[config.mk]
export PLATFORM = sky130hd
export DESIGN_NAME = console_command_line_decoder
export DESIGN_NICKNAME = d
export VERILOG_FILES = /design/src/ccld_pkg.sv /design/src/console_command_line_decoder.sv /design/src/ccld_ram.sv /design/src/ccld_acc.sv
export VERILOG_INCLUDE_DIRS = /design/src /design/src/src
export SDC_FILE = /design/constraint.sdc
export NUM_CORES = 1
export LEC_CHECK = 0
export ABC_CLOCK_PERIOD_IN_PS = 4200
export BUFFER_PORTS_ARGS = -buffer_cell sky130_fd_sc_hd__buf_4
export CORE_MARGIN = 1
export CORE_UTILIZATION = 45
export DETAILED_ROUTE_END_ITERATION = 12
export SYNTH_ARGS = -nofsm -noshare
export SYNTH_HDL_FRONTEND = slang
export SYNTH_SLANG_ARGS = --single-unit
[constraint.sdc]
create_clock -name clk_i -period 4.2 [get_ports clk_i]
set_clock_uncertainty 0.05 [all_clocks]
set_input_delay 0.21 -clock clk_i [delete_from_list [all_inputs] [get_ports clk_i]]
set_output_delay 0.21 -clock clk_i [all_outputs]
set_load 0.1 [all_outputs]
[src/console_command_line_decoder_assert.svh]
// Assertion macros shared by the console command line decoder RTL.
// Each macro samples on clk_i and is disabled while rst_ni is low.
`ifndef CONSOLE_COMMAND_LINE_DECODER_ASSERT_SVH
`define CONSOLE_COMMAND_LINE_DECODER_ASSERT_SVH

// Condition holds at every edge out of reset
`define CCLD_ASSERT(lbl, cond, msg) \
  lbl: assert property (@(posedge clk_i) disable iff (!rst_ni) (cond)) else $error(msg);

// Same-cycle implication
`define CCLD_ASSERT_IMP(lbl, ante, cons, msg) \
  lbl: assert property (@(posedge clk_i) disable iff (!rst_ni) (ante) |-> (cons)) \
    else $error(msg);

// Next-cycle implication
`define CCLD_ASSERT_NXT(lbl, ante, cons, msg) \
  lbl: assert property (@(posedge clk_i) disable iff (!rst_ni) (ante) |=> (cons)) \
    else $error(msg);

`endif

[src/ccld_pkg.sv]
// Package for the console command line decoder: character constants,
// command codes and the first-character command lookup. No dependencies.
`timescale 1ns / 1ps
`default_nettype none

package ccld_pkg;

  typedef logic [7:0]  char_t;
  typedef logic [4:0]  cmd_code_t;
  typedef logic [15:0] num_t;

  // Characters of interest
  localparam char_t CHAR_CR    = 8'd13;
  localparam char_t CHAR_ZERO  = 8'h30;
  localparam char_t CHAR_NINE  = 8'h39;
  localparam char_t CHAR_EQ    = 8'h3D;
  localparam char_t CHAR_SPACE = 8'h20;
  localparam char_t CHAR_NUL   = 8'h00;

  // Dense command codes
  localparam cmd_code_t CMD_UNKNOWN  = 5'd0;
  localparam cmd_code_t CMD_LOG      = 5'd1;
  localparam cmd_code_t CMD_DUMP     = 5'd2;
  localparam cmd_code_t CMD_CSV      = 5'd3;
  localparam cmd_code_t CMD_INFO     = 5'd4;
  localparam cmd_code_t CMD_INIT     = 5'd5;
  localparam cmd_code_t CMD_TRIGGER  = 5'd6;
  localparam cmd_code_t CMD_STOP     = 5'd7;
  localparam cmd_code_t CMD_START    = 5'd8;
  localparam cmd_code_t CMD_T        = 5'd9;
  localparam cmd_code_t CMD_F_LOWER  = 5'd10;
  localparam cmd_code_t CMD_D        = 5'd11;
  localparam cmd_code_t CMD_ONE      = 5'd12;
  localparam cmd_code_t CMD_BANG     = 5'd13;
  localparam cmd_code_t CMD_TWO      = 5'd14;
  localparam cmd_code_t CMD_AT       = 5'd15;
  localparam cmd_code_t CMD_GAIN     = 5'd16;
  localparam cmd_code_t CMD_BALANCE  = 5'd17;
  localparam cmd_code_t CMD_FEEDBACK = 5'd18;

  // First character of the line -> command code
  function automatic cmd_code_t cmd_decode(input char_t ch);
    cmd_code_t code;
    case (ch)
      8'h6C:   code = CMD_LOG;       // l
      8'h61:   code = CMD_DUMP;      // a
      8'h41:   code = CMD_CSV;       // A
      8'h69:   code = CMD_INFO;      // i
      8'h49:   code = CMD_INIT;      // I
      8'h47:   code = CMD_TRIGGER;   // G
      8'h73:   code = CMD_STOP;      // s
      8'h71:   code = CMD_START;     // q
      8'h74:   code = CMD_T;         // t
      8'h66:   code = CMD_F_LOWER;   // f
      8'h64:   code = CMD_D;         // d
      8'h31:   code = CMD_ONE;       // 1
      8'h21:   code = CMD_BANG;      // !
      8'h32:   code = CMD_TWO;       // 2
      8'h40:   code = CMD_AT;        // @
      8'h67:   code = CMD_GAIN;      // g
      8'h62:   code = CMD_BALANCE;   // b
      8'h46:   code = CMD_FEEDBACK;  // F
      default: code = CMD_UNKNOWN;
    endcase
    return code;
  endfunction

endpackage

`default_nettype wire

[src/console_command_line_decoder.sv]
// Console command line decoder top level: line store, scan sequencer and
// result register. Depends on ccld_pkg, ccld_ram, ccld_acc and the assert header.
//
//   channel | valid      | stall      | word fields
//   --------+------------+------------+------------------------------------------
//   rx in   | rx_valid_i | rx_stall_o | rx_char_i
//   cmd out | cmd_valid_o| cmd_stall_i| command_code_o, first_number_o,
//           |            |            | second_number_o, log_enable_o, acquire_enable_o
//
// An ordinary character is taken whenever no scan runs. A carriage return starts
// a scan of the line store; each character read takes a fetch state (RAM address)
// and then an evaluate state. A balance or feedback channel number that is not
// followed by a separator takes one further evaluate state. The result register
// is loaded when the scan finishes and is valid the cycle after the last evaluate.
// Scanning uses the shared accumulate unit and the single RAM read port.
// rx_stall_o is high during a scan, and for a carriage return while the last
// result still waits in the output register. No clearing pass after reset.
`timescale 1ns / 1ps
`default_nettype none
`include "console_command_line_decoder_assert.svh"

module console_command_line_decoder #(
  parameter int LINE_CAPACITY = 16
) (
  input  wire logic                 clk_i,
  input  wire logic                 rst_ni,
  input  wire logic                 rx_valid_i,
  output logic                      rx_stall_o,
  input  wire logic [7:0]           rx_char_i,
  output logic                      cmd_valid_o,
  input  wire logic                 cmd_stall_i,
  output ccld_pkg::cmd_code_t       command_code_o,
  output ccld_pkg::num_t            first_number_o,
  output ccld_pkg::num_t            second_number_o,
  output logic                      log_enable_o,
  output logic                      acquire_enable_o
);
  import ccld_pkg::*;

  localparam int AW = $clog2(LINE_CAPACITY);
  localparam int CW = $clog2(LINE_CAPACITY + 1);

  typedef enum logic [1:0] {S_IDLE, S_FETCH, S_EVAL} state_e;
  typedef enum logic [1:0] {P_CMD, P_NUM1, P_NUM2} phase_e;

  state_e    state_q, state_d;
  phase_e    phase_q, phase_d;
  logic [CW-1:0] fill_q, fill_d;
  logic [AW-1:0] pos_q, pos_d;
  logic [AW-1:0] term_q, term_d;
  logic      two_q, two_d;
  num_t      n1_q, n1_d;
  num_t      n2_q, n2_d;
  cmd_code_t code_q, code_d;
  logic      log_q, log_d;
  logic      acq_q, acq_d;
  logic      out_valid_q, out_valid_d;
  cmd_code_t out_code_q, out_code_d;
  num_t      out_n1_q, out_n1_d;
  num_t      out_n2_q, out_n2_d;
  logic      out_log_q, out_log_d;
  logic      out_acq_q, out_acq_d;

  logic      rx_acc;
  logic      rx_is_cr;
  logic      has_room;
  logic      ram_we;
  char_t     ram_rdata;
  char_t     ch;
  logic      ch_digit;
  logic      ch_sep;
  num_t      acc_in;
  num_t      acc_sum;
  cmd_code_t dec_code;

  // handshake
  assign rx_is_cr   = (rx_char_i == CHAR_CR);
  assign rx_stall_o = (state_q != S_IDLE) || (out_valid_q && rx_is_cr);
  assign rx_acc     = rx_valid_i && !rx_stall_o;
  assign has_room   = (fill_q < CW'(LINE_CAPACITY));
  assign ram_we     = rx_acc && !rx_is_cr && has_room;

  // line store
  ccld_ram #(
    .Width (8),
    .Depth (LINE_CAPACITY)
  ) u_line_store (
    .clk_i   (clk_i),
    .we_i    (ram_we),
    .waddr_i (fill_q[AW-1:0]),
    .wdata_i (rx_char_i),
    .raddr_i (pos_q),
    .rdata_o (ram_rdata)
  );

  // terminator slot reads as NUL
  assign ch       = (pos_q == term_q) ? CHAR_NUL : ram_rdata;
  assign ch_digit = (ch >= CHAR_ZERO) && (ch <= CHAR_NINE);
  assign ch_sep   = (ch == CHAR_SPACE) || (ch == CHAR_EQ);
  assign dec_code = cmd_decode(ch);

  // shared accumulate unit
  assign acc_in = (phase_q == P_NUM2) ? n2_q : n1_q;

  ccld_acc u_acc (
    .acc_i   (acc_in),
    .digit_i (ch[3:0]),
    .sum_o   (acc_sum)
  );

  // next-state logic
  always_comb begin
    logic finish;
    state_d     = state_q;
    phase_d     = phase_q;
    fill_d      = fill_q;
    pos_d       = pos_q;
    term_d      = term_q;
    two_d       = two_q;
    n1_d        = n1_q;
    n2_d        = n2_q;
    code_d      = code_q;
    log_d       = log_q;
    acq_d       = acq_q;
    out_valid_d = out_valid_q;
    out_code_d  = out_code_q;
    out_n1_d    = out_n1_q;
    out_n2_d    = out_n2_q;
    out_log_d   = out_log_q;
    out_acq_d   = out_acq_q;
    finish      = 1'b0;

    if (out_valid_q && !cmd_stall_i) begin
      out_valid_d = 1'b0;
    end

    // line fill and line end
    if (rx_acc) begin
      if (rx_is_cr) begin
        term_d  = has_room ? fill_q[AW-1:0] : AW'(LINE_CAPACITY - 1);
        fill_d  = '0;
        pos_d   = '0;
        phase_d = P_CMD;
        two_d   = 1'b0;
        n1_d    = '0;
        n2_d    = '0;
        state_d = S_FETCH;
      end else if (has_room) begin
        fill_d = fill_q + CW'(1);
      end
    end

    // scan sequencer
    case (state_q)
      S_FETCH: state_d = S_EVAL;
      S_EVAL: begin
        case (phase_q)
          P_CMD: begin
            code_d = dec_code;
            if (dec_code == CMD_LOG) begin
              log_d = ~log_q;
            end
            if (dec_code == CMD_STOP) begin
              acq_d = 1'b0;
            end
            if (dec_code == CMD_START) begin
              acq_d = 1'b1;
            end
            if (dec_code == CMD_GAIN || dec_code == CMD_BALANCE ||
                dec_code == CMD_FEEDBACK) begin
              two_d   = (dec_code != CMD_GAIN);
              phase_d = P_NUM1;
              pos_d   = pos_q + AW'(1);
              state_d = S_FETCH;
            end else begin
              finish = 1'b1;
            end
          end
          P_NUM1: begin
            if (ch_digit) begin
              n1_d    = acc_sum;
              pos_d   = pos_q + AW'(1);
              state_d = S_FETCH;
            end else if (two_q) begin
              phase_d = P_NUM2;
              if (ch_sep) begin
                pos_d   = pos_q + AW'(1);
                state_d = S_FETCH;
              end
            end else begin
              finish = 1'b1;
            end
          end
          P_NUM2: begin
            if (ch_digit) begin
              n2_d    = acc_sum;
              pos_d   = pos_q + AW'(1);
              state_d = S_FETCH;
            end else begin
              finish = 1'b1;
            end
          end
          default: finish = 1'b1;
        endcase
      end
      default: ;
    endcase

    // load result word
    if (finish) begin
      state_d     = S_IDLE;
      out_valid_d = 1'b1;
      out_code_d  = code_d;
      out_n1_d    = n1_d;
      out_n2_d    = n2_d;
      out_log_d   = log_d;
      out_acq_d   = acq_d;
    end
  end

  // state and registered outputs
  always_ff @(posedge clk_i or negedge rst_ni) begin
    if (!rst_ni) begin
      state_q     <= S_IDLE;
      phase_q     <= P_CMD;
      fill_q      <= '0;
      pos_q       <= '0;
      term_q      <= '0;
      two_q       <= 1'b0;
      n1_q        <= '0;
      n2_q        <= '0;
      code_q      <= CMD_UNKNOWN;
      log_q       <= 1'b1;
      acq_q       <= 1'b0;
      out_valid_q <= 1'b0;
      out_code_q  <= CMD_UNKNOWN;
      out_n1_q    <= '0;
      out_n2_q    <= '0;
      out_log_q   <= 1'b1;
      out_acq_q   <= 1'b0;
    end else begin
      state_q     <= state_d;
      phase_q     <= phase_d;
      fill_q      <= fill_d;
      pos_q       <= pos_d;
      term_q      <= term_d;
      two_q       <= two_d;
      n1_q        <= n1_d;
      n2_q        <= n2_d;
      code_q      <= code_d;
      log_q       <= log_d;
      acq_q       <= acq_d;
      out_valid_q <= out_valid_d;
      out_code_q  <= out_code_d;
      out_n1_q    <= out_n1_d;
      out_n2_q    <= out_n2_d;
      out_log_q   <= out_log_d;
      out_acq_q   <= out_acq_d;
    end
  end

  assign cmd_valid_o      = out_valid_q;
  assign command_code_o   = out_code_q;
  assign first_number_o   = out_n1_q;
  assign second_number_o  = out_n2_q;
  assign log_enable_o     = out_log_q;
  assign acquire_enable_o = out_acq_q;

  // checks
  `CCLD_ASSERT(a_fill_bound, fill_q <= CW'(LINE_CAPACITY), "fill count above capacity")
  `CCLD_ASSERT_IMP(a_scan_in_line, state_q != S_IDLE, pos_q <= term_q, "scan passed terminator")
  `CCLD_ASSERT_NXT(a_cr_starts_scan, rx_acc && rx_is_cr, state_q == S_FETCH, "line end not scanned")
  `CCLD_ASSERT_IMP(a_result_from_scan, $rose(out_valid_q), $past(state_q) == S_EVAL, "result without scan")

endmodule

`default_nettype wire

[src/ccld_ram.sv]
// Generic single-write, single-read RAM with registered read data.
// No dependencies; contents are undefined until written.
`timescale 1ns / 1ps
`default_nettype none

module ccld_ram #(
  parameter int Width = 8,
  parameter int Depth = 16
) (
  input  wire logic                     clk_i,
  input  wire logic                     we_i,
  input  wire logic [$clog2(Depth)-1:0] waddr_i,
  input  wire logic [Width-1:0]         wdata_i,
  input  wire logic [$clog2(Depth)-1:0] raddr_i,
  output logic      [Width-1:0]         rdata_o
);

  logic [Width-1:0] mem_q [Depth];
  logic [Width-1:0] rdata_q;

  // write port and registered read port
  always_ff @(posedge clk_i) begin
    if (we_i) begin
      mem_q[waddr_i] <= wdata_i;
    end
    rdata_q <= mem_q[raddr_i];
  end

  assign rdata_o = rdata_q;

endmodule

`default_nettype wire

[src/ccld_acc.sv]
// Shared decimal accumulate unit: acc * 10 + digit, modulo 65536.
// Depends on ccld_pkg for the number type.
`timescale 1ns / 1ps
`default_nettype none

module ccld_acc (
  input  wire ccld_pkg::num_t acc_i,
  input  wire logic [3:0] digit_i,
  output ccld_pkg::num_t sum_o
);
  import ccld_pkg::*;

  num_t times8;
  num_t times2;

  // x*10 = x*8 + x*2, upper bits fall off
  assign times8 = {acc_i[12:0], 3'b000};
  assign times2 = {acc_i[14:0], 1'b0};
  assign sum_o  = times8 + times2 + {12'd0, digit_i};

endmodule

`default_nettype wire
Word-level counts from Yosys, hierarchy flattened. Memory sizes are Yosys's and may differ from the RTL's. A register that Yosys moved wholly into a read port is not among the register bits. Index checks and enable logic that the tools add are counted.

Flip-flop bits (word level): 97. Bits in writable memories: 128. Input port bits: 12. Memories kept: 1.

Bitwise logic cells: 1. Multiplexer cells: 66. Reduce and logical (&&, ||, !) cells: 19. Eq/ne operators: 33. Add/subtract/negate cells: 4. $lt $le $gt $ge: 3.

Memories: u_line_store.mem_q (words 16, width 8, rd ports 1, clocked after memory_dff 1, write ports 1, line ccld_ram.sv:18) `logic [Width-1:0] mem_q [Depth];`.

Operators with widths (count): 2-to-1 mux 16 bit (10); == test 8 x 7 -> 1 bit, second input constant (15); case mux 5 bit (18 select lines) (1); == test 8 x 6 -> 1 bit, second input constant (5); 2-to-1 mux 4 bit (9); 2-to-1 mux 2 bit (14); 2-to-1 mux 1 bit (21); 2-to-1 mux 5 bit (4); adder 16 bit (1); adder 16 x 4 -> 16 bit (1); == test 5 bit, second input constant (3); 2-to-1 mux 15 bit (1); case mux 4 bit (3 select lines) (1); == test 8 x 4 -> 1 bit, second input constant (1); greater-or-equal comparator 8 x 6 -> 1 bit, second input constant (1); less-or-equal comparator 8 x 6 -> 1 bit, second input constant (1); 2-to-1 mux 8 bit (1); case mux 2 bit (2 select lines) (2); logical AND 1 bit (6); case mux 2 bit (3 select lines) (1); nonzero test 2 bit (3); adder 5 x 1 -> 5 bit, second input constant (1); == test 5 x 1 -> 1 bit, second input constant (1); == test 5 x 3 -> 1 bit, second input constant (1); 13 further kinds (21).

Logic depth before layout (Yosys ltp). Gate-level depths: netlist of the first run.

Word-level depth: 12. Depth in mapped cells: 17. Gate-level depth less buffers: 14.

Modules after synthesis. From an unflattened synthesis of the first run, not the netlist that was laid out.

Cell total of the unflattened synthesis: 785. Area, all modules: 10786.6 µm².

By module, submodules not included: ccld_ram (times used 1, area an instance 5147.4 µm², cells each 229); console_command_line_decoder (times used 1, area an instance 4745.8 µm², cells each 444); ccld_acc (times used 1, area an instance 893.4 µm², cells each 112).

Worst setup path after synthesis of the first run. No wires, ideal clock.

Path kind: register to register. Start point: reg pos_q[0]. End point: reg out_n2_q[10], in the netlist second_number_o[10]. Period minus slack after synthesis: 3.830 ns. Data arrival time: 3.654 ns. Slack: 0.370 ns. Stages on the path, launching flop included: 17. Path buffers: 3. Cells stage by stage: dfrtp_1 -> buf_6 -> xor2_1 -> or4_4 -> buf_6 -> buf_2 -> and2_1 -> ha_1 -> ha_1 -> fa_1 -> a21o_1 -> a21boi_0 -> o21ai_0 -> a21oi_1 -> xor2_1 -> o21ai_0 -> mux2_2.

Elaborated cells between the ends (all ways): 38. Those cells by class: 1 x add/sub; 2 x order compare; 22 x eq/ne; 10 x mux; 3 x reduce/logical.

RTL lines: start: declaration (line console_command_line_decoder.sv:49) `logic [AW-1:0] pos_q, pos_d;`; start signal: assignment (line console_command_line_decoder.sv:245) `pos_q <= pos_d;`; == test 4 bit * (line console_command_line_decoder.sv:97) `assign ch = (pos_q == term_q) ? CHAR_NUL : ram_rdata;`; 2-to-1 mux 8 bit * (line console_command_line_decoder.sv:97); parallel branches: the longest is 2 deep, another holds adder 16 x 4 -> 16 bit; 2-to-1 mux 16 bit * (line console_command_line_decoder.sv:195) `if (ch_digit) begin`; 2-to-1 mux 16 bit * (line console_command_line_decoder.sv:157) `case (phase_q)`; 2-to-1 mux 16 bit * (line console_command_line_decoder.sv:154) `case (state_q)`; net n2_d[10] (line console_command_line_decoder.sv:53) `num_t n2_q, n2_d;`; end signal: assignment (line console_command_line_decoder.sv:256) `out_n2_q <= out_n2_d;`; end: declaration (line console_command_line_decoder.sv:60) `num_t out_n2_q, out_n2_d;`.

Mark *: on every way through the listed nets, which the timed path passes. A chain may end at the register's enable or synchronous reset.

Worst setup path after layout of the first run.
Start point: reg pos_q[1]. End point: reg out_n2_q[10], in the netlist second_number_o[10].

The elaborated chain is that of the path after synthesis.

==> results by group, run 1 <==
Outcome
  – Status: completed

Floorplanning
  – Placeable Area: 0.0229 mm2
  – Die Y-Extent: 156 um
  – Die ar.: 0.0243 mm2
  – Io pins: 53
  – Die W: 156 um
  – Initial Utilization: 0.465
  – Row count: 55

STA
  – Rel. slew slack: 0.372
  – Pins Over Slew Limit: 0
  – Unrepaired setup endpoints after global routing: no
  – Worst-margin pin slew: 0.940 ns
  – Endpoints failing setup: 0
  – Period utilization: 0.915
  – Sum Neg Setup Slack: 0 ns
  – Final hold vios: 0
  – Highest achievable clock rate: 0.260 GHz
  – Tmin final: 3.84 ns
  – Hold slack final: 0.124 ns

GRT
  – Vias in the first global route: 6,666
  – Initial antenna violation count: 0
  – Total track usage: 0.199
  – Overflow after GRT: 0
  – Largest net degree at the start of global routing: 70
  – First-pass GRT wire length: 37.4 mm

Clocking
  – Sink Count: 233
  – CTS tree: yes
  – H-Tree Depth: 1
  – Clock buffer depth: 3
  – Root buf cell: clkbuf_16
  – # resized after CTS: 0
  – TritonCTS Buffers: 25
  – Worst skew pair latency: 0.54 ns
  – Clock transition at path regs: 0.07 ns

Routing
  – Number of remaining DRC errors: 0
  – DR pass1 iterations: 5
  – Vias per std cell: 5.53
  – Post-DRT Antenna Nets: 0
  – DRT iter0 DRCs: 460
  – Routed vias: 6,873
  – Drt total wl: 23.6 mm
  – Drt wl/cell: 19.0 um

Cells and area
  – Area Overhead vs Synth: 16.1%
  – Fin cells: 1,243
  – Nets@finish: 959
  – Share of layout cells above drive strength 1: 0.197
  – N_diodes: 0

Worst setup path
  – Worst Reg-to-Reg Cells: 13
  – Critical path arrival: 4.21 ns
  – Critical Path Source Type: register
  – CP Class: register to register
  – Critical R2R Launch: pos_q[1]$_DFF_PN0_
  – CP max FO: 5
  – Req. time, crit path: 4.56 ns
  – Reg2reg setup slack: 0.36 ns
  – Crit. End Element: register
  – Critical R2R Capture: second_number_o[10]$_DFFE_PN0P_

Logic synthesis
  – Cell Area, Synth: 0.0107 mm2
  – Dominant synthesized flop cell: edfxtp_1
  – #FFs+latches synth: 233
  – Net Count, Synth: 897
  – EDFF count, synth: 128
  – Synth unique cells: 67
  – Syn avg cell area: 12.6 um2
  – Cells after synthesis: 849
  – Synth warn: 0
  – Ys async rst share: 0.416
  – Sequential share of the synthesized area: 0.603

Pwr
  – Comb pwr share: 0.301
  – Int Power: 0.00488 W
  – Pwr/cell area: 609 mW/mm2
  – Share of power burned in registers: 0.388
  – Max IR drop VDD: 384 uV
  – Clock power share: 0.311
  – P_leak: 4.66 nW
  – Net Sw Power: 0.00267 W
  – Sw frac: 0.354

Placement
  – Placed Instances: 1,187
  – GPL Wtd Cong: 0.853
  – I/O Buffers: 52
  – Hpwl dp: 15.3 mm

Worst hold path
  – HP Class: primary input to register
  – Hold_sp: rx_valid_i
  – WHS Path Cells: 4
  – Hold Path End: fill_q[0]$_DFFE_PN0P_

Run
  – Max-cap violations: 0
## worst max-delay path: stages (launching register included)
cell      delay [ns]
dfrtp_1         0.39
xor2_1          0.18
or4_4           0.57
and2_1          0.19
ha_1            0.29
ha_1            0.23
fa_1            0.42
a21o_1          0.19
a21boi_0        0.22
o21ai_0         0.14
a21oi_1         0.19
xor2_1          0.23
o21ai_0         0.15
mux2_2          0.29
## flip-flops by register name (all words and copies together), names as in the netlist, 4 cells and up
signal / cells
n1_q: 16
fill_q: 5
u_line_store.mem_q: 128
second_number_o: 16
pos_q: 4
code_q: 5
u_line_store.rdata_o: 8
first_number_o: 16
term_q: 4
n2_q: 16
command_code_o: 5
## stage by stage
step	cell area, um2	total power (W)	utilization	setup slack [ns]
5_1_grt	12400	0.00791	0.540	0.118
2_1_floorplan	10700	0.00464	-	0.370
4_1_cts	12400	0.00759	0.540	0.332
3_5_place_dp	11400	0.00522	0.498	0.374
6_report	12400	0.00755	0.540	0.355
3_3_place_gp	11400	0.00521	0.498	0.426
## cell families (layout without fill, tap and decap cells)
kind of cell,after synthesis,after routing,synth area share
compound gates,156,156,0.0912
xor+xnor,23,23,0.0189
fa+ha+maj,36,36,0.0429
buf+inv,60,141,0.0246
flops,233,233,0.603
mux,85,85,0.103
simple gates,256,256,0.116
## worst max-delay path by stage
| stage | start | end | slack (ns) | cells past startpoint |
|---|---|---|---|---|
| after floorplan | pos_q[0]$_DFF_PN0_ | second_number_o[10]$_DFFE_PN0P_ | 0.37 | 16 |
| after global placement | pos_q[1]$_DFF_PN0_ | second_number_o[10]$_DFFE_PN0P_ | 0.43 | 13 |
| after detailed placement | pos_q[1]$_DFF_PN0_ | second_number_o[10]$_DFFE_PN0P_ | 0.37 | 13 |
| after CTS | pos_q[1]$_DFF_PN0_ | second_number_o[10]$_DFFE_PN0P_ | 0.33 | 13 |
| after global routing | phase_q[1]$_DFF_PN0_ | second_number_o[10]$_DFFE_PN0P_ | 0.12 | 12 |
| final | pos_q[1]$_DFF_PN0_ | second_number_o[10]$_DFFE_PN0P_ | 0.36 | 13 |
## placed cells by master (no fill, tap or decap), types with 5 or more instances in the layout
master	instances
o21ai_0	62
dlygate4sd3_1	10
nand2b_1	6
dfrtp_1	94
a31oi_1	15
clkbuf_16	25
edfxtp_1	128
mux4_2	16
clkbuf_1	5
clkinv_2	5
xor2_1	13
nand2_1	90
a21o_1	6
nor2b_1	6
a22oi_1	8
and2_1	5
nor3_1	18
mux2i_1	28
inv_1	12
ha_1	35
a221oi_1	9
nor2_1	54
buf_4	73
xnor2_1	10
nand3_1	36
a21oi_1	24
dfxtp_1	8
bufinv_16	5
nand4b_1	5
mux2_2	41
## cells in the mapped netlist (all sizes together), types with 16 or more instances
cell type / n / share of area
nor3: 19 / 0.0094
o21ai: 63 / 0.030
nand3: 37 / 0.018
dfrtp: 95 / 0.22
edfxtp: 128 / 0.36
buf: 21 / 0.011
a21oi: 25 / 0.012
mux4: 16 / 0.034
mux2: 41 / 0.043
mux2i: 28 / 0.026
ha: 35 / 0.041
clkbuf: 27 / 0.0095
nand2: 90 / 0.032
nor2: 54 / 0.019
## power by group through the flow
stage                     clock, W  combinational (W)  sequential, W
after floorplan                  0            0.00124        0.00339
after global placement           0            0.00225        0.00296
after detailed placement         0            0.00225        0.00296
after CTS                  0.00238            0.00228        0.00292
after global routing       0.00248            0.00247        0.00296
final                      0.00235            0.00227        0.00292
## layout make-up
cell class                 count  area (um2)
timing repair buffer          83         648
inverter                      12        45.0
sequential                   233        6430
tap                          313         392
clock inverter                14         210
clock buffer                  32         672
multi-input combinational    556        3980
fill                        1957       10500
## metal layers
layer | part of all wire | vias up | GRT usage
met3 | 0.049 | 35 | 0.0372
li1 | - | 3288 | -
met1 | 0.49 | 3426 | 0.297
met4 | 0.014 | 0 | 0.0448
met2 | 0.45 | 124 | 0.303
met5 | 0 | - | 0
## timing repair
item	CTS	global route
endpoints found under the hold margin	195	0
hold buffers	10	0
buffers inserted	0	0
Note: power is estimated with default switching activity, not from simulation.
==> inputs of run 2 (changes only) <==
--- a/config.mk
+++ b/config.mk
@@ -11,6 +11,7 @@
 export CORE_MARGIN = 1
 export CORE_UTILIZATION = 45
 export DETAILED_ROUTE_END_ITERATION = 12
+export PLACE_DENSITY = 0.62
 export SYNTH_ARGS = -nofsm -noshare
 export SYNTH_HDL_FRONTEND = slang
 export SYNTH_SLANG_ARGS = --single-unit
==> results by group, run 2 (synthesis gave the netlist of run 1 again) <==
Outcome
  – Status: completed (unchanged)

Placement
  – Post-DP Area: 0.0114 mm2 (about the same)
  – Hpwl dp: 15.0 mm (was 15.3 mm)
  – Pre-CTS setup slack: 0.320 ns (was 0.374 ns)
  – Placed Instances: 1,185 (was 1,187)
  – GPL Wtd Cong: 0.824 (was 0.853)
  – I/O Buffers: 52 (unchanged)

Worst hold path
  – HP Class: primary input to register (unchanged)
  – Hold_sp: rx_valid_i (unchanged)
  – Hold Path End: fill_q[0]$_DFFE_PN0P_ (unchanged)
  – WHS Path Cells: 4 (unchanged)

Routing
  – Number of remaining DRC errors: 0 (unchanged)
  – Max layer used: met4 (unchanged)
  – Routed met3 length: 1.17 mm (was 1.16 mm)
  – Routed wl met2: 10.1 mm (was 10.6 mm)
  – Post-DRT Antenna Nets: 0 (unchanged)
  – Vias per std cell: 5.51 (was 5.53)
  – Routed vias: 6,854 (was 6,873)
  – Met1 wire length: 11.3 mm (was 11.5 mm)
  – DRT iter0 DRCs: 512 (was 460)
  – Drt wl/cell: 18.4 um (was 19.0 um)
  – DR pass1 iterations: 5 (unchanged)
  – Drt total wl: 22.9 mm (was 23.6 mm)

STA
  – Rel. slew slack: 0.355 (was 0.372)
  – Tmin final: 3.91 ns (was 3.84 ns)
  – Highest achievable clock rate: 0.256 GHz (was 0.260 GHz)
  – Final hold vios: 0 (unchanged)
  – Hold slack final: 0.0786 ns (was 0.124 ns)
  – Pins Over Slew Limit: 0 (unchanged)
  – Worst-margin pin slew: 0.959 ns (was 0.940 ns)
  – Unrepaired setup endpoints after global routing: no (unchanged)
  – Sum Neg Setup Slack: 0 ns (unchanged)
  – Final Worst Setup Slack: 0.293 ns (was 0.355 ns)
  – Endpoints failing setup: 0 (unchanged)
  – Period utilization: 0.930 (was 0.915)

GRT
  – Total track usage: 0.196 (was 0.199)
  – Vias in the first global route: 6,667 (was 6,666)
  – Largest net degree at the start of global routing: 53 (was 70)
  – Overflow after GRT: 0 (unchanged)
  – First-pass GRT wire length: 37.1 mm (was 37.4 mm)
  – Initial antenna violation count: 0 (unchanged)

Cells and area
  – FILL cells: 1,930 (was 1,957)
  – Most frequent cells in the layout: edfxtp_1 (128), dfrtp_1 (94), nand2_1 (90) (unchanged)
  – Multi-input gate area in the final layout: 0.00398 mm2 (unchanged)
  – Biggest register: u_line_store.mem_q (unchanged)
  – Nets@finish: 958 (was 959)
  – Design Area, Final: 0.0124 mm2 (about the same)
  – Share of layout cells above drive strength 1: 0.198 (was 0.197)
  – Seq. cell area: 0.00643 mm2 (unchanged)
  – Area Overhead vs Synth: 16.0% (was 16.1%)
  – Number of flip-flops under the largest register name: 128 (unchanged)
  – N_diodes: 0 (unchanged)
  – Most common cell after layout, fill and taps aside: edfxtp_1 (unchanged)
  – Fin cells: 1,243 (unchanged)

Worst setup path
  – Delay-heaviest family, CP: adder cells (unchanged)
  – Critical path arrival: 4.27 ns (was 4.21 ns)
  – Critical R2R Launch: pos_q[0]$_DFF_PN0_ (was pos_q[1]$_DFF_PN0_)
  – Req. time, crit path: 4.57 ns (was 4.56 ns)
  – CP Class: register to register (unchanged)
  – Crit. End Element: register (unchanged)
  – Critical Path Source Type: register (unchanged)
  – Worst Reg-to-Reg Cells: 13 (unchanged)
  – CP max stage cell: or4_4 (unchanged)
  – CP max FO: 17 (was 5)
  – CP Cell Sequence: xor2_1 > or4_4 > and2_1 > ha_1 > ha_1 > fa_1 > a21o_1 > a21boi_0 > o21ai_0 > a21oi_1 > xor2_1 > o21ai_0 > mux2_2 (unchanged)
  – CP startpoint: pos_q[0]$_DFF_PN0_ (was pos_q[1]$_DFF_PN0_)
  – CP Buf/Inv Count: 0 (unchanged)
  – Reg2reg setup slack: 0.29 ns (was 0.36 ns)
  – Number of cells on the critical path: 13 (unchanged)
  – Critical R2R Capture: second_number_o[10]$_DFFE_PN0P_ (unchanged)
  – Largest stage delay on the critical path: 0.64 ns (was 0.57 ns)

Pwr
  – Comb pwr share: 0.307 (was 0.301)
  – P_leak: 4.64 nW (was 4.66 nW)
  – Int Power: 0.00477 W (was 0.00488 W)
  – Clock power share: 0.303 (was 0.311)
  – Max IR drop VDD: 416 uV (was 384 uV)
  – Sw frac: 0.361 (was 0.354)
  – Pwr/cell area: 603 mW/mm2 (was 609 mW/mm2)
  – Share of power burned in registers: 0.390 (was 0.388)
  – Net Sw Power: 0.00269 W (was 0.00267 W)

Clocking
  – Clock transition at path regs: 0.06 ns (was 0.07 ns)
  – CTS tree: yes (unchanged)
  – Post-CTS setup repair buffer count: 0 (unchanged)
  – Root buf cell: clkbuf_16 (unchanged)
  – Worst skew pair latency: 0.53 ns (was 0.54 ns)
  – TritonCTS Buffers: 26 (was 25)
  – Clock buffer depth: 3 (unchanged)
  – H-Tree Depth: 1 (unchanged)
  – Sink Count: 233 (unchanged)

Floorplanning
  – Initial Utilization: 0.465 (unchanged)
  – Die ar.: 0.0243 mm2 (unchanged)
  – Die Y-Extent: 156 um (unchanged)
  – Io pins: 53 (unchanged)
  – Placeable Area: 0.0229 mm2 (unchanged)
  – Row count: 55 (unchanged)
  – Die W: 156 um (unchanged)

Run
  – Max-cap violations: 0 (unchanged)
[run 2: changes by cell type in the layout (fill, tap and decap cells not counted)]
cell        previous run  this run
buf_12                 0         1
inv_6                  0         1
clkinvlp_4             1         4
inv_8                  0         1
clkbuf_16             25        26
bufinv_16              5         2
clkbuf_8               2         3
clkbuf_1               5         4
clkinv_2               5         4
buf_4                 73        70
clkinv_16              0         1
inv_16                 1         0
[run 2: area by class of cell]
class	count	share of cell area
Clock buffer	33	0.0571
Clock inverter	15	0.0135
Inverter	12	0.00364
Multi-Input combinational cell	556	0.322
Sequential cell	233	0.520
Tap cell	313	0.0316
Timing Repair Buffer	81	0.0522
[run 2: repair_timing]
action / in CTS / in global routing
hold buffers: 10 / 0
endpoints found under the hold margin: 177 / 0
resized for setup: 0 / 0
[run 2: power by group through the flow]
stage	clock, W	sequential [W]	combinational, W
floorplan	0	0.00339	0.00124
global placement	0	0.00295	0.00227
detailed placement	0	0.00296	0.00228
CTS	0.00231	0.00291	0.00230
global route	0.00241	0.00295	0.00249
finish	0.00226	0.00291	0.00229
[run 2: how the worst max path moves through the flow]
stage	slack, ns	endpoint
2_1_floorplan	0.37	second_number_o[10]$_DFFE_PN0P_
5_1_grt	0.06	n2_q[15]$_DFF_PN0_
3_5_place_dp	0.32	second_number_o[10]$_DFFE_PN0P_
6_report	0.29	second_number_o[10]$_DFFE_PN0P_
4_1_cts	0.29	second_number_o[10]$_DFFE_PN0P_
3_3_place_gp	0.31	second_number_o[10]$_DFFE_PN0P_
[run 2: metrics by stage]
stage          power (W)   util
3_5_place_dp     0.00523  0.497
3_3_place_gp     0.00522  0.497
5_1_grt          0.00785  0.540
6_report         0.00746  0.540
4_1_cts          0.00752  0.540
2_1_floorplan    0.00464      -
[run 2: worst register-to-register path: cells and delay by family, from the launching register on]
kind                     cells  cell delay [ns]
adder cells (fa/ha/maj)      3             0.95
AND/OR/NAND/NOR              2             0.86
AO/OA/AOI/OAI                5             0.85
flip-flops                   1             0.40
XOR/XNOR                     2             0.40
multiplexers                 1             0.28
[run 2: layer usage]
layer | GRT usage | up-vias
met1 | 0.306 | 3381
met4 | 0.0383 | 0
li1 | - | 3292
met3 | 0.0269 | 23
met2 | 0.290 | 158
met5 | 0 | -
==> inputs of run 3 (changes only) <==
--- a/config.mk
+++ b/config.mk
@@ -9,9 +9,10 @@
 export ABC_CLOCK_PERIOD_IN_PS = 4200
 export BUFFER_PORTS_ARGS = -buffer_cell sky130_fd_sc_hd__buf_4
 export CORE_MARGIN = 1
-export CORE_UTILIZATION = 45
+export CORE_UTILIZATION = 35
 export DETAILED_ROUTE_END_ITERATION = 12
-export PLACE_DENSITY = 0.62
+export PLACE_DENSITY = 0.5
+export SETUP_SLACK_MARGIN = 0.05
 export SYNTH_ARGS = -nofsm -noshare
 export SYNTH_HDL_FRONTEND = slang
 export SYNTH_SLANG_ARGS = --single-unit
==> results by group, run 3 (synthesis gave the netlist of run 1 again) <==
STA
  – Sum Neg Setup Slack: 0 ns (unchanged)
  – Endpoints failing setup: 0 (unchanged)
  – Final hold vios: 0 (unchanged)
  – Worst-margin pin slew: 0.919 ns (was 0.959 ns)
  – Highest achievable clock rate: 0.258 GHz (was 0.256 GHz)
  – Rel. slew slack: 0.388 (was 0.355)
  – Unrepaired setup endpoints after global routing: no (unchanged)
  – Pins Over Slew Limit: 0 (unchanged)
  – Period utilization: 0.924 (was 0.930)
  – Tmin final: 3.88 ns (was 3.91 ns)
  – Hold slack final: 0.00587 ns (was 0.0786 ns)
  – Final Worst Setup Slack: 0.321 ns (was 0.293 ns)

Run
  – Max-cap violations: 0 (unchanged)

Clocking
  – Sink Count: 233 (unchanged)
  – Worst skew pair latency: 0.53 ns (about the same)
  – Root buf cell: clkbuf_16 (unchanged)
  – Clock transition at path regs: 0.06 ns (about the same)
  – Post-CTS setup repair buffer count: 0 (unchanged)
  – CTS tree: yes (unchanged)
  – H-Tree Depth: 1 (unchanged)
  – Clock buffer depth: 3 (unchanged)
  – TritonCTS Buffers: 26 (unchanged)

Routing
  – Routed vias: 6,794 (was 6,854)
  – Drt total wl: 24.8 mm (was 22.9 mm)
  – Post-DRT Antenna Nets: 0 (unchanged)
  – Drt wl/cell: 18.8 um (was 18.4 um)
  – Number of remaining DRC errors: 0 (unchanged)
  – Vias per std cell: 5.15 (was 5.51)
  – DR pass1 iterations: 5 (unchanged)
  – DRT iter0 DRCs: 412 (was 512)

Floorplanning
  – Die Y-Extent: 177 um (was 156 um)
  – Io pins: 53 (unchanged)
  – Row count: 63 (was 55)
  – Die W: 177 um (was 156 um)
  – Initial Utilization: 0.358 (was 0.465)
  – Die ar.: 0.0312 mm2 (was 0.0243 mm2)
  – Placeable Area: 0.0298 mm2 (was 0.0229 mm2)

GRT
  – Overflow after GRT: 0 (unchanged)
  – Total track usage: 0.164 (was 0.196)
  – Largest net degree at the start of global routing: 59 (was 53)
  – Initial antenna violation count: 0 (unchanged)
  – Vias in the first global route: 6,722 (was 6,667)
  – First-pass GRT wire length: 39.3 mm (was 37.1 mm)

Worst setup path
  – CP max stage cell: or4_4 (unchanged)
  – Crit. End Element: register (unchanged)
  – Largest stage delay on the critical path: 0.67 ns (was 0.64 ns)
  – CP Class: register to register (unchanged)
  – CP Buf/Inv Count: 0 (unchanged)
  – Req. time, crit path: 4.54 ns (was 4.57 ns)
  – CP Cell Sequence: xor2_1 > or4_4 > and2_1 > ha_1 > ha_1 > fa_1 > a21o_1 > a21boi_0 > o21ai_0 > a31o_2 > a21oi_1 > xor2_1 > o21ai_0 (was xor2_1 > or4_4 > and2_1 > ha_1 > ha_1 > fa_1 > a21o_1 > a21boi_0 > o21ai_0 > a21oi_1 > xor2_1 > o21ai_0 > mux2_2)
  – CP max FO: 17 (unchanged)
  – Critical Path Source Type: register (unchanged)
  – Critical path arrival: 4.22 ns (was 4.27 ns)
  – Delay-heaviest family, CP: compound AO/OA/AOI/OAI gates (was adder cells)

Placement
  – Pre-CTS setup slack: 0.356 ns (was 0.320 ns)
  – GPL Wtd Cong: 0.814 (was 0.824)
  – I/O Buffers: 52 (unchanged)
  – Placed Instances: 1,263 (was 1,185)
  – Hpwl dp: 16.5 mm (was 15.0 mm)

Cells and area
  – Share of layout cells above drive strength 1: 0.195 (was 0.198)
  – Most common cell after layout, fill and taps aside: edfxtp_1 (unchanged)
  – Biggest register: u_line_store.mem_q (unchanged)
  – Area Overhead vs Synth: 16.2% (was 16.0%)
  – Util after Layout: 0.416 (was 0.540)
  – FILL cells: 2,872 (was 1,930)
  – Most frequent cells in the layout: edfxtp_1 (128), dfrtp_1 (94), nand2_1 (90) (unchanged)
  – Fin cells: 1,319 (was 1,243)
  – Number of flip-flops under the largest register name: 128 (unchanged)
  – N_diodes: 0 (unchanged)
  – Nets@finish: 957 (was 958)

Pwr
  – Comb pwr share: 0.313 (was 0.307)
  – Share of power burned in registers: 0.396 (was 0.390)
  – Pwr/cell area: 598 mW/mm2 (was 603 mW/mm2)
  – P_leak: 4.62 nW (was 4.64 nW)
  – Net Sw Power: 0.00270 W (was 0.00269 W)
  – Sw frac: 0.365 (was 0.361)
  – Clock power share: 0.291 (was 0.303)
  – Int Power: 0.00471 W (was 0.00477 W)
  – Max IR drop VDD: 387 uV (was 416 uV)

Outcome
  – Status: completed (unchanged)

Worst hold path
  – HP Class: primary input to register (unchanged)
-- run 3: cell count changes in the layout (fill, tap and decap cells not counted), sizes merged, moves of 2 or more --
cell	delta
clkinvlp	-3
inv	-2
bufinv	-2
clkbuf	+8
dlygate4sd3	-2
-- run 3: layout make-up --
type | count | area (um2) | area share
clock buffers | 41 | 779 | 0.0629
clock inverters | 7 | 37.5 | 0.00303
inverters | 12 | 45.0 | 0.00363
multi-input cells | 556 | 3990 | 0.322
flip-flops and latches | 233 | 6430 | 0.519
well taps | 390 | 488 | 0.0394
repair buffers | 80 | 621 | 0.0501
-- run 3: timing repair --
item | in CTS | in global routing
hold endpoints to repair | 114 | 0
setup endpoints to repair | 0 | 2
resized for setup | 0 | 1
hold buffers | 8 | 0
-- run 3: path summary, 6_finish.rpt --
kind	end	startpoint	slack, ns	depth (start not counted)
worst min-delay path	u_line_store.mem_q[11][3]$_DFFE_PP_	rx_char_i[3]	0.006	1
min in group asynchronous	acquire_enable_o$_DFFE_PN0P_	rst_ni	0.24	2
worst max-delay path	n2_q[14]$_DFF_PN0_	pos_q[1]$_DFF_PN0_	0.32	13
max in group asynchronous	first_number_o[4]$_DFFE_PN0P_	rst_ni	2.85	3
worst max register to register	n2_q[14]$_DFF_PN0_	pos_q[1]$_DFF_PN0_	0.32	13
worst min register to register	code_q[4]$_DFF_PN0_	code_q[4]$_DFF_PN0_	0.42	2
-- run 3: metal layers --
layer  GRT usage  wire, um
met5           0         0
met4      0.0392       435
met3      0.0189       763
met2       0.252     11200
met1       0.246     12400
-- run 3: stage by stage --
stage          total power [W]  instance area, um2
6_report               0.00741               12400
5_1_grt                0.00781               12400
4_1_cts                0.00748               12400
3_5_place_dp           0.00529               11500
3_3_place_gp           0.00528               11500
2_1_floorplan          0.00464               10700
-- run 3: power by group through the flow --
stage	combinational [W]	clock [W]	sequential [W]
after CTS	0.00233	0.00222	0.00293
after global placement	0.00231	0	0.00297
after floorplan	0.00124	0	0.00339
final	0.00232	0.00216	0.00293
after global routing	0.00255	0.00230	0.00297
after detailed placement	0.00232	0	0.00297
